## src/hdl/lgds_pkg.sv

```systemverilog
// Shared types, constants and the trig table builder for the likelihood grid.
// Used by every module of the block; depends on nothing.
package lgds_pkg;

  localparam int MAP_DIM            = 256;
  localparam int RADIUS_MAX         = 16;
  localparam int CIRCLE_SEGMENTS    = 47;
  localparam int TRIG_FRACTION_BITS = 14;
  localparam int QUEUE_DEPTH        = 2;

  localparam int CELL_W   = $clog2(MAP_DIM);
  localparam int ADDR_W   = 2 * CELL_W;
  localparam int RAD_W    = $clog2(RADIUS_MAX);
  localparam int SEG_W    = $clog2(CIRCLE_SEGMENTS + 1);
  localparam int TRIG_W   = TRIG_FRACTION_BITS + 2;
  localparam int STAMP_W  = TRIG_FRACTION_BITS + CELL_W + 2;

  localparam logic [2:0] CMD_CLEAR  = 3'd0;
  localparam logic [2:0] CMD_LOAD   = 3'd1;
  localparam logic [2:0] CMD_DRAW   = 3'd2;
  localparam logic [2:0] CMD_SCORE  = 3'd3;
  localparam logic [2:0] CMD_RDCLR  = 3'd4;

  localparam logic [1:0] ST_DONE    = 2'd0;
  localparam logic [1:0] ST_OUTSIDE = 2'd1;
  localparam logic [1:0] ST_BAD_IDX = 2'd2;

  localparam logic [2:0] REG_ORIGIN_X = 3'd0;
  localparam logic [2:0] REG_ORIGIN_Y = 3'd1;
  localparam logic [2:0] REG_CPM      = 3'd2;
  localparam logic [2:0] REG_WIDTH    = 3'd3;
  localparam logic [2:0] REG_HEIGHT   = 3'd4;
  localparam logic [2:0] REG_RADII    = 3'd5;

  localparam longint Q30_ONE     = 64'sd1 << 30;
  localparam longint HALF_PI_Q30 = 64'sd1686629713;
  localparam int SDIV [6] = '{156, 110, 72, 42, 20, 6};
  localparam int CDIV [7] = '{182, 132, 90, 56, 30, 12, 2};

  typedef struct packed {
    logic signed [23:0] origin_x;
    logic signed [23:0] origin_y;
    logic [15:0]        cpm;
    logic [8:0]         w_eff;
    logic [8:0]         h_eff;
    logic [RAD_W:0]     rc_eff;
  } cfg_t;

  typedef struct packed {
    logic [2:0]        cmd;
    logic              in_map;
    logic [CELL_W-1:0] cx;
    logic [CELL_W-1:0] cy;
    logic [3:0]        wi;
    logic [7:0]        wv;
  } item_t;

  // Fixed-point cos/sin of segment n, built at elaboration.
  function automatic logic signed [TRIG_W-1:0] trig_entry(int n, bit want_sin);
    longint unsigned p, r, a, a2;
    longint t, s, c, mag, res;
    int q;
    bit neg;
    p = ((longint'(n) << 32) + CIRCLE_SEGMENTS / 2) / CIRCLE_SEGMENTS;
    q = int'((p >> 30) & 64'd3);
    r = p & ((64'd1 << 30) - 64'd1);
    a = (r * longint'(HALF_PI_Q30)) >> 30;
    a2 = (a * a) >> 30;
    t = Q30_ONE;
    for (int k = 0; k < 6; k++) begin
      t = Q30_ONE - longint'((a2 * longint'(t)) >> 30) / SDIV[k];
      if (t < 0) t = 0;
    end
    s = longint'((a * longint'(t)) >> 30);
    t = Q30_ONE;
    for (int k = 0; k < 7; k++) begin
      t = Q30_ONE - longint'((a2 * longint'(t)) >> 30) / CDIV[k];
      if (t < 0) t = 0;
    end
    c = t;
    case (q)
      0: begin mag = want_sin ? s : c; neg = 1'b0; end
      1: begin mag = want_sin ? c : s; neg = !want_sin; end
      2: begin mag = want_sin ? s : c; neg = 1'b1; end
      default: begin mag = want_sin ? c : s; neg = want_sin; end
    endcase
    res = (mag + (64'sd1 << (29 - TRIG_FRACTION_BITS))) >>> (30 - TRIG_FRACTION_BITS);
    if (neg) res = -res;
    return res[TRIG_W-1:0];
  endfunction

endpackage

```

## src/hdl/lgds_queue.sv

```systemverilog
// Short queue of classified items between front and back end.
// Depends on lgds_pkg.
module lgds_queue (
  input  logic            clk,
  input  logic            rst_n,
  input  logic            push,
  input  lgds_pkg::item_t wr_item,
  output logic            full,
  input  logic            pop,
  output lgds_pkg::item_t rd_item,
  output logic            empty
);
  import lgds_pkg::*;

  localparam int PTR_W = $clog2(QUEUE_DEPTH);

  item_t             slots_r [QUEUE_DEPTH];
  logic [PTR_W-1:0]  wr_ptr_r, rd_ptr_r;
  logic [PTR_W:0]    count_r;

  assign full    = (count_r == (PTR_W+1)'(QUEUE_DEPTH));
  assign empty   = (count_r == '0);
  assign rd_item = slots_r[rd_ptr_r];

  always_ff @(posedge clk) begin
    if (!rst_n) begin
      wr_ptr_r <= '0;
      rd_ptr_r <= '0;
      count_r  <= '0;
    end else begin
      if (push) wr_ptr_r <= (wr_ptr_r == PTR_W'(QUEUE_DEPTH - 1)) ? '0 : wr_ptr_r + 1'b1;
      if (pop)  rd_ptr_r <= (rd_ptr_r == PTR_W'(QUEUE_DEPTH - 1)) ? '0 : rd_ptr_r + 1'b1;
      if (push && !pop) count_r <= count_r + 1'b1;
      else if (pop && !push) count_r <= count_r - 1'b1;
    end
    if (push) slots_r[wr_ptr_r] <= wr_item;
  end

endmodule

```

## config.mk

```make
export PLATFORM = sky130hd
export DESIGN_NAME = lgds_queue
export DESIGN_NICKNAME = d
export VERILOG_FILES = /design/src/hdl/lgds_pkg.sv /design/src/hdl/lgds_queue.sv
export SDC_FILE = /design/constraint.sdc
export NUM_CORES = 1
export LEC_CHECK = 0
export BUFFER_PORTS_ARGS = -buffer_cell sky130_fd_sc_hd__buf_2
export CAP_MARGIN = 20
export CORE_MARGIN = 4
export CORE_UTILIZATION = 55
export CTS_BUF_LIST = sky130_fd_sc_hd__clkbuf_4
export CTS_CLUSTER_SIZE = 25
export DETAILED_ROUTE_END_ITERATION = 12
export GPL_TIMING_DRIVEN = 0
export PLACE_DENSITY = 0.83
export SYNTH_ARGS = -nofsm -noshare
export SYNTH_HDL_FRONTEND = slang
export SYNTH_SLANG_ARGS = --single-unit
```

## constraint.sdc

```tcl
create_clock -name clk -period 4 [get_ports clk]
set_input_delay 0.4 -clock clk [delete_from_list [all_inputs] [get_ports clk]]
set_output_delay 0.4 -clock clk [all_outputs]
set_load 0.01 [all_outputs]
```

; Yosys cells after proc, flatten, opt, wreduce, memory -nomap -nowiden
; Memories as Yosys holds them, arrays and structs flattened. A register that Yosys moved wholly into a read port is not among the register bits.
; Cells that the tools add are included.
[word_totals]
regBits = 4
latchBits = 0
ram_bits = 64
romBits = 0
in_bits = 36
out_inout_bits = 34
mem_count = 1
[classes]
add_sub_neg = 4
mul = 0
div_mod_pow = 0
magnitude_cmp = 0
eq_ne = 1
shift = 0
mux = 8
n_bitwise = 0
n_reduce_logical = 6
[mem_list]
columns = memory, words, width, read_ports, rd_ports_with_merged_regs, write_ports, line
row1 = slots_r, 2, 32, 1, 1, 1, lgds_queue.sv:17  ; item_t slots_r [QUEUE_DEPTH];
[op_table]
columns = operator, n
row1 = $mux 1, 6
row2 = $mux 2, 2
row3 = $add 1x1->1 const B, 2
row4 = $add 2x1->2 const B, 1
row5 = $eq 2x2->1 const B, 1
row6 = $logic_and 1x1->1, 2
row7 = $logic_not 1->1, 2
row8 = $logic_not 2->1, 1
row9 = $reduce_bool 2->1, 1
row10 = $sub 2x1->2 const B, 1

; Depth between registers and ports, before layout
[logic_depth]
depth_word = 4
mapped_depth = 5
mapped_depth_nobuf = 5

; Worst setup path after synthesis
; Ideal clock, no wire load.
[synth_path]
path_kind = input -> register
start = in push
end = mem slots_r[0][0] in the netlist's numbering, enable pin
setup_ns = 0.426
arrival_ns = 1.879
slack_ns = 1.695
path_stages = 1
path_buffers = 0
path_cell_list = nor2b_1
[synth_between]
elab_chain_cells = 2
[synth_rtl]
columns = element, line
row1 = from (decl), lgds_queue.sv:6  ; input logic push,
row2 = $mux 1, lgds_queue.sv:36  ; if (push) slots_r[wr_ptr_r] <= wr_item;
row3 = $mux 1 (implied by the code), lgds_queue.sv:36
row4 = to (decl), lgds_queue.sv:17
; No other way between the ends.

==> out/metrics.cfg <==
[outcome]
status=finished clean

[detailed_routing]
wire_per_inst_microns=16.73
antenna_left=0
via_per_inst=5.077
drt-total-wl_microns=4349
drt_pass1_iterations=4
drt-initial-drc-count=53
vias=1320
drc_errors=0

[synth]
synth_cell_types=18
syn-instance-count=122
ys_ff_latch=69
syn_area_sq_um=2529
synth_top_area_cell=edfxtp_1
synth_area_per_cell_sq_um=20.73
synth_top_family_by_area=multiplexers
yosys.area_share.simple_pct=2.227
yosysTopAreaCellShare_pct=76.00
synth_nets=159
synthMuxAreaShare_pct=14.25
synth_xor_area_share_pct=1.039
synth.top_cells.by_area=edfxtp_1 76%, mux2_2 13%, dfxtp_1 4.0%
ys_seq_area_share_pct=79.96
yosys_warnings=0
synth_compound_area_share_pct=0.7917
synth_adder_area_share_pct=0.4948

[die]
die_x_microns=75.81
rows=24
num_io_pins=70
core-area_sq_um=4414
dieArea_sq_um=5746
initial_core_util_pct=57.28
die_y_microns=75.81

[setup_path]
start_kind=flop
critPathArrivalTime_ns=1.57
worstSetupPathType=reg2out
cp_max_fo=10
crit_required_ns=3.60
crit_slowest_cell=mux2_2
cpPeakStageDelay_ns=0.35
path_cells=clkbuf_2, buf_4, mux2_2, buf_2
cp-end-kind=primary output

[placement]
dp_hpwl_microns=3081
dp_cells=244
gp_congestion=0.6804
numPortBuffers=69

[global_routing]
grt-ovfl-total=0
antenna_found_initial=0
first_global_vias=1396
grt_use_met1_pct=18.00
grt_pass1_wl_microns=6437
grt_max_degree=34
grt-busiest-layer=met2
gr-usage-all-layers_pct=16.23
met3_usage_pct=6.596
grt.met2_usage_pct=26.62

[sta]
tightest_slew_ns=0.9169
rsz0062_at_grt=no
setup_tns_ns=0
maxSlewViolCount=0
hold_violations=0
max_slew_margin_pct=38.74
fin_crit_sh_pct=49.36
period_minus_slack_ns=1.974
setup_viol=0
fin_skew_ns=0.01198
clock.fmax_mhz=506.5

[layout]
mostFrequentLayoutCells=69 x buf_2, 64 x edfxtp_1, 30 x mux2_2, 11 x clkbuf_4, 5 x dfxtp_1
layout_commonest_cell=buf_2
nets=240
area_delta_synth_final_pct=23.85
fillers=288
fin_util_pct=70.95
drive_gt1_share_pct=57.69
diodes=0
final_cells=260

[clock_network]
cts_tree=done
clkTransAtPathRegs_ns=0.11
cts-root-buf=clkbuf_4
cts_setup_buffers=0
cts_buffers=9
cts_hold_buffers=0
htreeDepth=3
ctsResizeCount=0
cts.sinks=69
clk_path_buf_depth=2
clk_latency_ns=0.40

[min_path]
hp-class=in2reg

[pwr]
power_density_nw_per_um2=481.3
p_leak_nw=1.211
vdd.ir_drop.worst_mv=0.3178

[job]
drv_cap=0

registers in the layout (all words and copies together) (netlist names), named ones only:
signal	count
count_r	2
slots_r	64
wr_ptr_r	1
rd_ptr_r	1
metrics by stage:
step                instance area (sq um)  setup slack [ns]  hold WS (ns)  power (mW)
finish                               3132             2.026        0.1782       1.507
global route                         3132             1.933        0.1495       1.564
CTS                                  3132             1.979        0.1539       1.521
detailed placement                   2974             2.178        0.5065       1.035
global placement                     2939            0.9407        0.4753       1.021
floorplan                            2529             1.695        0.4662      0.9559
cell type report:
class / count / area (sq um) / area share, %
buffer: 4 / 27.53 / 0.8789
clock buffer: 11 / 82.58 / 2.637
clock inverter: 5 / 75.07 / 2.397
inverter: 1 / 3.754 / 0.1199
multi-input combinational: 48 / 483.0 / 15.42
sequential: 69 / 2022 / 64.56
tap: 52 / 65.06 / 2.078
timing repair buffer: 70 / 372.9 / 11.91
worst paths after layout:
kind | startpoint | end | slack [ns] | depth (start not counted)
worst max-delay path | flop | rd_item[14] | 2.03 | 4
worst min-delay path | wr_item[7] | slots_r[1][7] | 0.18 | 1
worst max register to register | wr_ptr_r | slots_r[1][2] | 2.32 | 2
worst min register to register | count_r[1] | count_r[1] | 0.52 | 2
power by group:
part | switching (mW) | internal (mW)
clock network | 0.229 | 0.264
logic | 0.0855 | 0.0860
registers | 0.0120 | 0.831
total | 0.326 | 1.18
critical path, delay by kind of cell, from the launching register on:
kind	cells	cell delay, ns
buf+inv	3	0.49
flops	1	0.33
mux	1	0.35
Yosys cell counts, drive strengths merged:
master	count
edfxtp	64
ha	1
a21boi	1
inv	1
and2b	1
clkbuf	1
or3	1
dfxtp	5
xor2	2
o21ai	1
nor2b	2
o21a	1
xnor2	1
mux2	32
and2	4
nor2	1
buf	3
per-layer routing:
metal | part of all wire [%] | up-vias
li1 | - | 636
met1 | 36 | 635
met2 | 55 | 42
met3 | 7.3 | 7
met4 | 1.3 | 0
met5 | 0 | -
cells by family (layout without fill, tap and decap cells):
family / after synthesis / in the layout
AND/OR/NAND/NOR: 9 / 9
flip-flops: 69 / 69
XOR/XNOR: 3 / 3
multiplexers: 32 / 32
AO/OA/AOI/OAI: 3 / 3
buffers and inverters: 5 / 91
adder cells (fa/ha/maj): 1 / 1
(Power assumes the default switching activity.)
