**config.mk**
```make
export PLATFORM = sky130hd
export DESIGN_NAME = lgds_front
export DESIGN_NICKNAME = d
export VERILOG_FILES = /design/src/hdl/lgds_pkg.sv /design/src/hdl/lgds_front.sv
export SDC_FILE = /design/constraint.sdc
export NUM_CORES = 2
export LEC_CHECK = 0
export BUFFER_PORTS_ARGS = -buffer_cell sky130_fd_sc_hd__buf_2
export CAP_MARGIN = 20
export CORE_AREA = 8 8 300 302
export DETAILED_ROUTE_END_ITERATION = 16
export DIE_AREA = 0 0 308 310
export MAX_ROUTING_LAYER = met4
export PLACE_DENSITY = 0.62
export SYNTH_ARGS = -nofsm -noshare
export SYNTH_HDL_FRONTEND = slang
export SYNTH_SLANG_ARGS = --single-unit
```
**constraint.sdc**
```tcl
create_clock -name clk -period 23.5 [get_ports clk]
set_input_delay 5.875 -clock clk [delete_from_list [all_inputs] [get_ports clk]]
set_output_delay 5.875 -clock clk [all_outputs]
set_load 0.02 [all_outputs]
```
**src/hdl/lgds_pkg.sv**
```systemverilog
// Shared types, constants and the trig table builder for the likelihood grid.
// Used by every module of the block; depends on nothing.
package lgds_pkg;

  localparam int MAP_DIM            = 256;
  localparam int RADIUS_MAX         = 16;
  localparam int CIRCLE_SEGMENTS    = 47;
  localparam int TRIG_FRACTION_BITS = 14;
  localparam int QUEUE_DEPTH        = 2;

  localparam int CELL_W   = $clog2(MAP_DIM);
  localparam int ADDR_W   = 2 * CELL_W;
  localparam int RAD_W    = $clog2(RADIUS_MAX);
  localparam int SEG_W    = $clog2(CIRCLE_SEGMENTS + 1);
  localparam int TRIG_W   = TRIG_FRACTION_BITS + 2;
  localparam int STAMP_W  = TRIG_FRACTION_BITS + CELL_W + 2;

  localparam logic [2:0] CMD_CLEAR  = 3'd0;
  localparam logic [2:0] CMD_LOAD   = 3'd1;
  localparam logic [2:0] CMD_DRAW   = 3'd2;
  localparam logic [2:0] CMD_SCORE  = 3'd3;
  localparam logic [2:0] CMD_RDCLR  = 3'd4;

  localparam logic [1:0] ST_DONE    = 2'd0;
  localparam logic [1:0] ST_OUTSIDE = 2'd1;
  localparam logic [1:0] ST_BAD_IDX = 2'd2;

  localparam logic [2:0] REG_ORIGIN_X = 3'd0;
  localparam logic [2:0] REG_ORIGIN_Y = 3'd1;
  localparam logic [2:0] REG_CPM      = 3'd2;
  localparam logic [2:0] REG_WIDTH    = 3'd3;
  localparam logic [2:0] REG_HEIGHT   = 3'd4;
  localparam logic [2:0] REG_RADII    = 3'd5;

  localparam longint Q30_ONE     = 64'sd1 << 30;
  localparam longint HALF_PI_Q30 = 64'sd1686629713;
  localparam int SDIV [6] = '{156, 110, 72, 42, 20, 6};
  localparam int CDIV [7] = '{182, 132, 90, 56, 30, 12, 2};

  typedef struct packed {
    logic signed [23:0] origin_x;
    logic signed [23:0] origin_y;
    logic [15:0]        cpm;
    logic [8:0]         w_eff;
    logic [8:0]         h_eff;
    logic [RAD_W:0]     rc_eff;
  } cfg_t;

  typedef struct packed {
    logic [2:0]        cmd;
    logic              in_map;
    logic [CELL_W-1:0] cx;
    logic [CELL_W-1:0] cy;
    logic [3:0]        wi;
    logic [7:0]        wv;
  } item_t;

  // Fixed-point cos/sin of segment n, built at elaboration.
  function automatic logic signed [TRIG_W-1:0] trig_entry(int n, bit want_sin);
    longint unsigned p, r, a, a2;
    longint t, s, c, mag, res;
    int q;
    bit neg;
    p = ((longint'(n) << 32) + CIRCLE_SEGMENTS / 2) / CIRCLE_SEGMENTS;
    q = int'((p >> 30) & 64'd3);
    r = p & ((64'd1 << 30) - 64'd1);
    a = (r * longint'(HALF_PI_Q30)) >> 30;
    a2 = (a * a) >> 30;
    t = Q30_ONE;
    for (int k = 0; k < 6; k++) begin
      t = Q30_ONE - longint'((a2 * longint'(t)) >> 30) / SDIV[k];
      if (t < 0) t = 0;
    end
    s = longint'((a * longint'(t)) >> 30);
    t = Q30_ONE;
    for (int k = 0; k < 7; k++) begin
      t = Q30_ONE - longint'((a2 * longint'(t)) >> 30) / CDIV[k];
      if (t < 0) t = 0;
    end
    c = t;
    case (q)
      0: begin mag = want_sin ? s : c; neg = 1'b0; end
      1: begin mag = want_sin ? c : s; neg = !want_sin; end
      2: begin mag = want_sin ? s : c; neg = 1'b1; end
      default: begin mag = want_sin ? c : s; neg = want_sin; end
    endcase
    res = (mag + (64'sd1 << (29 - TRIG_FRACTION_BITS))) >>> (30 - TRIG_FRACTION_BITS);
    if (neg) res = -res;
    return res[TRIG_W-1:0];
  endfunction

endpackage

```
**src/hdl/lgds_front.sv**
```systemverilog
// Front end: accepts items, converts the point to a cell and classifies it.
// Depends on lgds_pkg; feeds lgds_queue.
module lgds_front (
  input  logic                 clk,
  input  logic                 rst_n,
  input  lgds_pkg::cfg_t       cfg,
  input  logic                 hold,
  input  logic                 in_push,
  output logic                 in_full,
  input  logic [2:0]           in_command,
  input  logic signed [23:0]   in_point_x,
  input  logic signed [23:0]   in_point_y,
  input  logic [3:0]           in_weight_index,
  input  logic [7:0]           in_weight_value,
  output logic                 q_push,
  input  logic                 q_full,
  output lgds_pkg::item_t      q_item
);
  import lgds_pkg::*;

  logic               a_valid_r;
  logic [2:0]         a_cmd_r;
  logic [3:0]         a_wi_r;
  logic [7:0]         a_wv_r;
  logic signed [41:0] a_px_r, a_py_r;

  logic signed [24:0] dx, dy;
  logic signed [41:0] px_nxt, py_nxt;
  logic signed [25:0] cell_x, cell_y;
  logic signed [41:0] bx, by;
  logic               accept, in_x, in_y;

  assign in_full = hold || (a_valid_r && q_full);
  assign accept  = in_push && !in_full;
  assign q_push  = a_valid_r && !q_full;

  assign dx = {in_point_x[23], in_point_x} - {cfg.origin_x[23], cfg.origin_x};
  assign dy = {in_point_y[23], in_point_y} - {cfg.origin_y[23], cfg.origin_y};
  assign px_nxt = dx * $signed({1'b0, cfg.cpm});
  assign py_nxt = dy * $signed({1'b0, cfg.cpm});

  // truncate toward zero
  assign bx = a_px_r + (a_px_r[41] ? 42'sd65535 : 42'sd0);
  assign by = a_py_r + (a_py_r[41] ? 42'sd65535 : 42'sd0);
  assign cell_x = bx[41:16];
  assign cell_y = by[41:16];
  assign in_x = !cell_x[25] && (cell_x[24:0] < {16'd0, cfg.w_eff});
  assign in_y = !cell_y[25] && (cell_y[24:0] < {16'd0, cfg.h_eff});

  always_comb begin
    q_item.cmd    = a_cmd_r;
    q_item.in_map = in_x && in_y;
    q_item.cx     = cell_x[CELL_W-1:0];
    q_item.cy     = cell_y[CELL_W-1:0];
    q_item.wi     = a_wi_r;
    q_item.wv     = a_wv_r;
  end

  always_ff @(posedge clk) begin
    if (!rst_n) begin
      a_valid_r <= 1'b0;
    end else if (accept) begin
      a_valid_r <= 1'b1;
    end else if (q_push) begin
      a_valid_r <= 1'b0;
    end
    if (accept) begin
      a_cmd_r <= in_command;
      a_wi_r  <= in_weight_index;
      a_wv_r  <= in_weight_value;
      a_px_r  <= px_nxt;
      a_py_r  <= py_nxt;
    end
  end

endmodule

```
# [Word level (Yosys, flattened, before mapping)]
# Cells that the tools add are included.
[op_classes] n_addsub=4 magnitude_cmp=2 n_mux=4 mul=2 reduce_logical=12
[op_table] cell="adder 42 x 17 -> 42 bit" n=2
[op_table] cell="multiplier 25 x 17 -> 42 bit" n=2
[op_table] cell="less-than comparator 25 x 9 -> 1 bit" n=2
[op_table] cell="subtractor 24 x 24 -> 25 bit" n=2
[op_table] cell="two-way mux 16 bit" n=2
[op_table] cell="logical AND 1 bit" n=6
[op_table] cell="logical NOT 1 bit" n=4
[op_table] cell="two-way mux 1 bit" n=2
[op_table] cell="nonzero test 2 bit" n=1
[op_table] cell="logical OR 1 bit" n=1
[totals] register_bits=100 word_cells=30

# [Longest topological paths before layout]
[depth] ltp_word=5 mapped_depth=36 depth_no_buf=35

# [Least setup slack after synthesis]
# OpenSTA, ideal clock, no wires.
[synth_path] kind="input to output" startpoint="in cfg[7] in the netlist's numbering" endpoint="out q_item[28] in the netlist's numbering" n_path_buf=0 setup_slack_ns=9.561 arrival_ns=8.064 required_ns=17.625 cell_stages=10 cell_sequence="inv_1 ha_1 a21o_1 a21o_1 a21oi_1 nor2_1 nor4_1 nand4b_1 or4_1 nor4_2"
[synth_rtl] element="start: declaration" line="lgds_front.sv:6" source="input lgds_pkg::cfg_t cfg,"
[synth_rtl] element="end: declaration" line="lgds_front.sv:17" source="output lgds_pkg::item_t q_item"

# [Final worst setup path]
[layout_path] startpoint="in cfg[39] in the netlist's numbering" endpoint="reg a_py_r[41] (data pin)"
[layout_between] elab_chain_len=2
[layout_rtl] element="subtractor 24 x 24 -> 25 bit" line="lgds_front.sv:38" source="assign dy = {in_point_y[23], in_point_y} - {cfg.origin_y[23], cfg.origin_y};"
[layout_rtl] element="multiplier 25 x 17 -> 42 bit" line="lgds_front.sv:40" source="assign py_nxt = dy * $signed({1'b0, cfg.cpm});"
[layout_rtl] element="net py_nxt[41]" line="lgds_front.sv:28" source="logic signed [41:0] px_nxt, py_nxt;"
[layout_rtl] element="end signal: assignment" line="lgds_front.sv:72" source="a_py_r <= py_nxt;"
[layout_rtl] element="end: declaration" line="lgds_front.sv:25" source="logic signed [41:0] a_px_r, a_py_r;"
# The timed path passes the listed nets, and every way through them passes these cells.
# A chain may end at the register's enable or synchronous reset.

==> results.md <==
- Stages on the worst setup path: 31
- Syn Inst Count: around 4200
- Setup-failing EPs final: 0
- Initial antenna violation count: 8
- Worst setup path class: primary input to flop
- Ys flop type: edfxtp_1
- Drt wl/cell: 17.6 um
- Vias: between 20000 and 30000
- FF-to-FF path depth: 3
- Hold Crit Class: flop to flop
- Yosys Warn Count: 0
- Die Wd: 308 um
- CP required: 23.65 ns
- Number of global-route vias before repair: about 29000
- Number of setup buffers added after CTS: 0
- Critical path endpoint category: flop
- Top Layer Used: met4
- Met2 Wirelength: between 40000 and 50000 um
- 1st-iter DRT viols: roughly 1500
- Most common cell after layout, fill and taps aside: inv_1
- Die area: ~95000 um^2
- Buf/Inv on CP: 5
- CP top delay family: adder cells
- Mapped Nets: between 5000 and 6000
- Cts repair resizes: 0
- WP data arrival: 15.20 ns
- Hold buffers post-CTS: 0
- Hpwl dp: about 75000 um
- Fin nets: 5513
- Unrepaired setup endpoints after global routing: no
- Layout cells sized above 1: 0.0692
- Async SR Flop Fraction: 0
- GRT Util Overall: 0.214
- Synthesized area: between 30000 and 40000 um^2
- Routed vias/inst: slightly above 5
- First-pass GRT wire length: about 160000 um
- I/O pin cnt: between 150 and 200
- Run status: complete, no violations
- Cell accounting for the most synthesized area: fa_1
- Max cap viols: 0
- Final Max Slew Viols: 0
- F_max: 0.0665 GHz
- DRC: 0
- Hold Path Stages: 2
- Final TNS setup: 0 ns
- Hold_ws: between 0.5 and 0.6 ns
- Sequential share of the synthesized area: 0.0804
- Layout area overhead: 6.96%
- CTS HTree Levels: 3
- DRT antenna net count: 0
- Starting Density: 0.434
- Clock slew at reported path FFs: around 0.070 ns
- Worst skew pair latency: between 0.4 and 0.5 ns
- Met3 WL: about 5600 um
- Post-layout util: 0.464
- Post-Route WL: 95500 um
- Worst setup margin: about 8.5 ns
- Root Driver: clkbuf_16
- Num CTS Buffers: 9
- # rows: 108
- Grt ovf: 0
- Highest-count cells in the layout ignoring fill and taps: 1030 x inv_1, 784 x fa_1, 526 x nand2_1
- Worst path max stage delay: 0.85 ns
- Crit path max-delay cell type: a21oi_1
- Met1 Routed Length: approximately 42000 um
- Gpl congestion: 0.923
- CP Launch Type: primary input
- DRT Pass-1 Iters: 5
- Post-synth EDFFs: ~100
- Cell mode on critical path: fa_1
- Fin crit period: approximately 15 ns
- I/O Buffers: between 150 and 200
- Pre-CTS setup slack: between 8 and 9 ns
- Core Area: roughly 86000 um^2
- Largest net degree at the start of global routing: 58
- Crit-path max FO: 16
- Rel. slew slack: 0.231
- Worst Tran Pin Value: roughly 1.1 ns
- Syn_area_per_cell: ~8.9 um^2
- Die height: about 310 um
- Top cell type's share of synthesized area: 0.422
- Final hold viol count: 0
- FF+latch count, synth: 100
- Area contributors post-synth: fa_1 42%, inv_1 10%, ha_1 10%, edfxtp_1 8.0%, nand2_1 5.3%
- Final period util: 0.640
- CTS tree: yes
- Clock sink count: 100
- Clk_skew: ~0.0088 ns
- CTS Buffer Depth: 2
- Synth cell types: 72
- Fill cells: 8519
[final cells by class]
class | instances | area (um^2) | area share
multi-input combinational | 2890 | 29800 | 0.748
clock inverter | 6 | 111 | 0.00280
antenna | 5 | 12.5 | 0.000314
sequential | 100 | 2990 | 0.0752
timing repair buffer | 242 | 1360 | 0.0341
tap | 1155 | 1450 | 0.0363
inverter | 1031 | 3870 | 0.0973
clock buffer | 9 | 225 | 0.00566
[state kept, by name, indices dropped and copies added (netlist names)]
| signal | flops |
|---|---|
| a_cmd_r | 3 |
| a_px_r | 42 |
| a_py_r | 42 |
| a_valid_r | 1 |
| a_wi_r | 4 |
| a_wv_r | 8 |
[cell usage after synthesis, types with 25 or more instances]
master	number
nor2_1	100
o21ai_0	79
nand4_1	29
nand3_1	63
and2_1	288
edfxtp_1	99
fa_1	784
nor3_1	25
nand2_1	526
nor2b_1	73
a21oi_1	110
xnor2_1	96
xor2_1	47
ha_1	300
a211oi_1	25
inv_1	1030
clkbuf_1	162
a21o_1	57
nand2b_1	67
[tightest hold or removal path: stages, from the launching register on]
cell,delay (ns)
dfxtp_1,0.32
a21oi_1,0.12
nor2b_1,0.05
[through the flow]
step	instances	cell area [um^2]
finish	5438	39800
global route	5437	39800
global placement	5418	39400
floorplan	4190	37200
detailed placement	5418	39400
CTS	5433	39800
[cells by family after synthesis]
group           Yosys count  synth area share
simple gates           1219             0.161
buf+inv                1200             0.121
fa+ha+maj              1084             0.523
compound gates          417            0.0728
xor+xnor                143            0.0337
flops                   100            0.0804
mux                      27           0.00757
[routing by layer]
metal  GRT usage  vias up
met2       0.352      668
li1            -    12800
met5           -        -
met4      0.0502        0
met1       0.280    14100
met3      0.0339      107
[worst paths after layout]
kind                  start  slack (ns)          to
setup / recovery    cfg[39]        8.45  a_py_r[41]
hold / removal    a_valid_r        0.54   a_valid_r
setup reg to reg  a_valid_r       21.26  a_py_r[21]
hold reg to reg   a_valid_r        0.54   a_valid_r
Power is not shown: default switching activity piles up to over one toggle a cycle in this logic, so the estimate is an artifact.
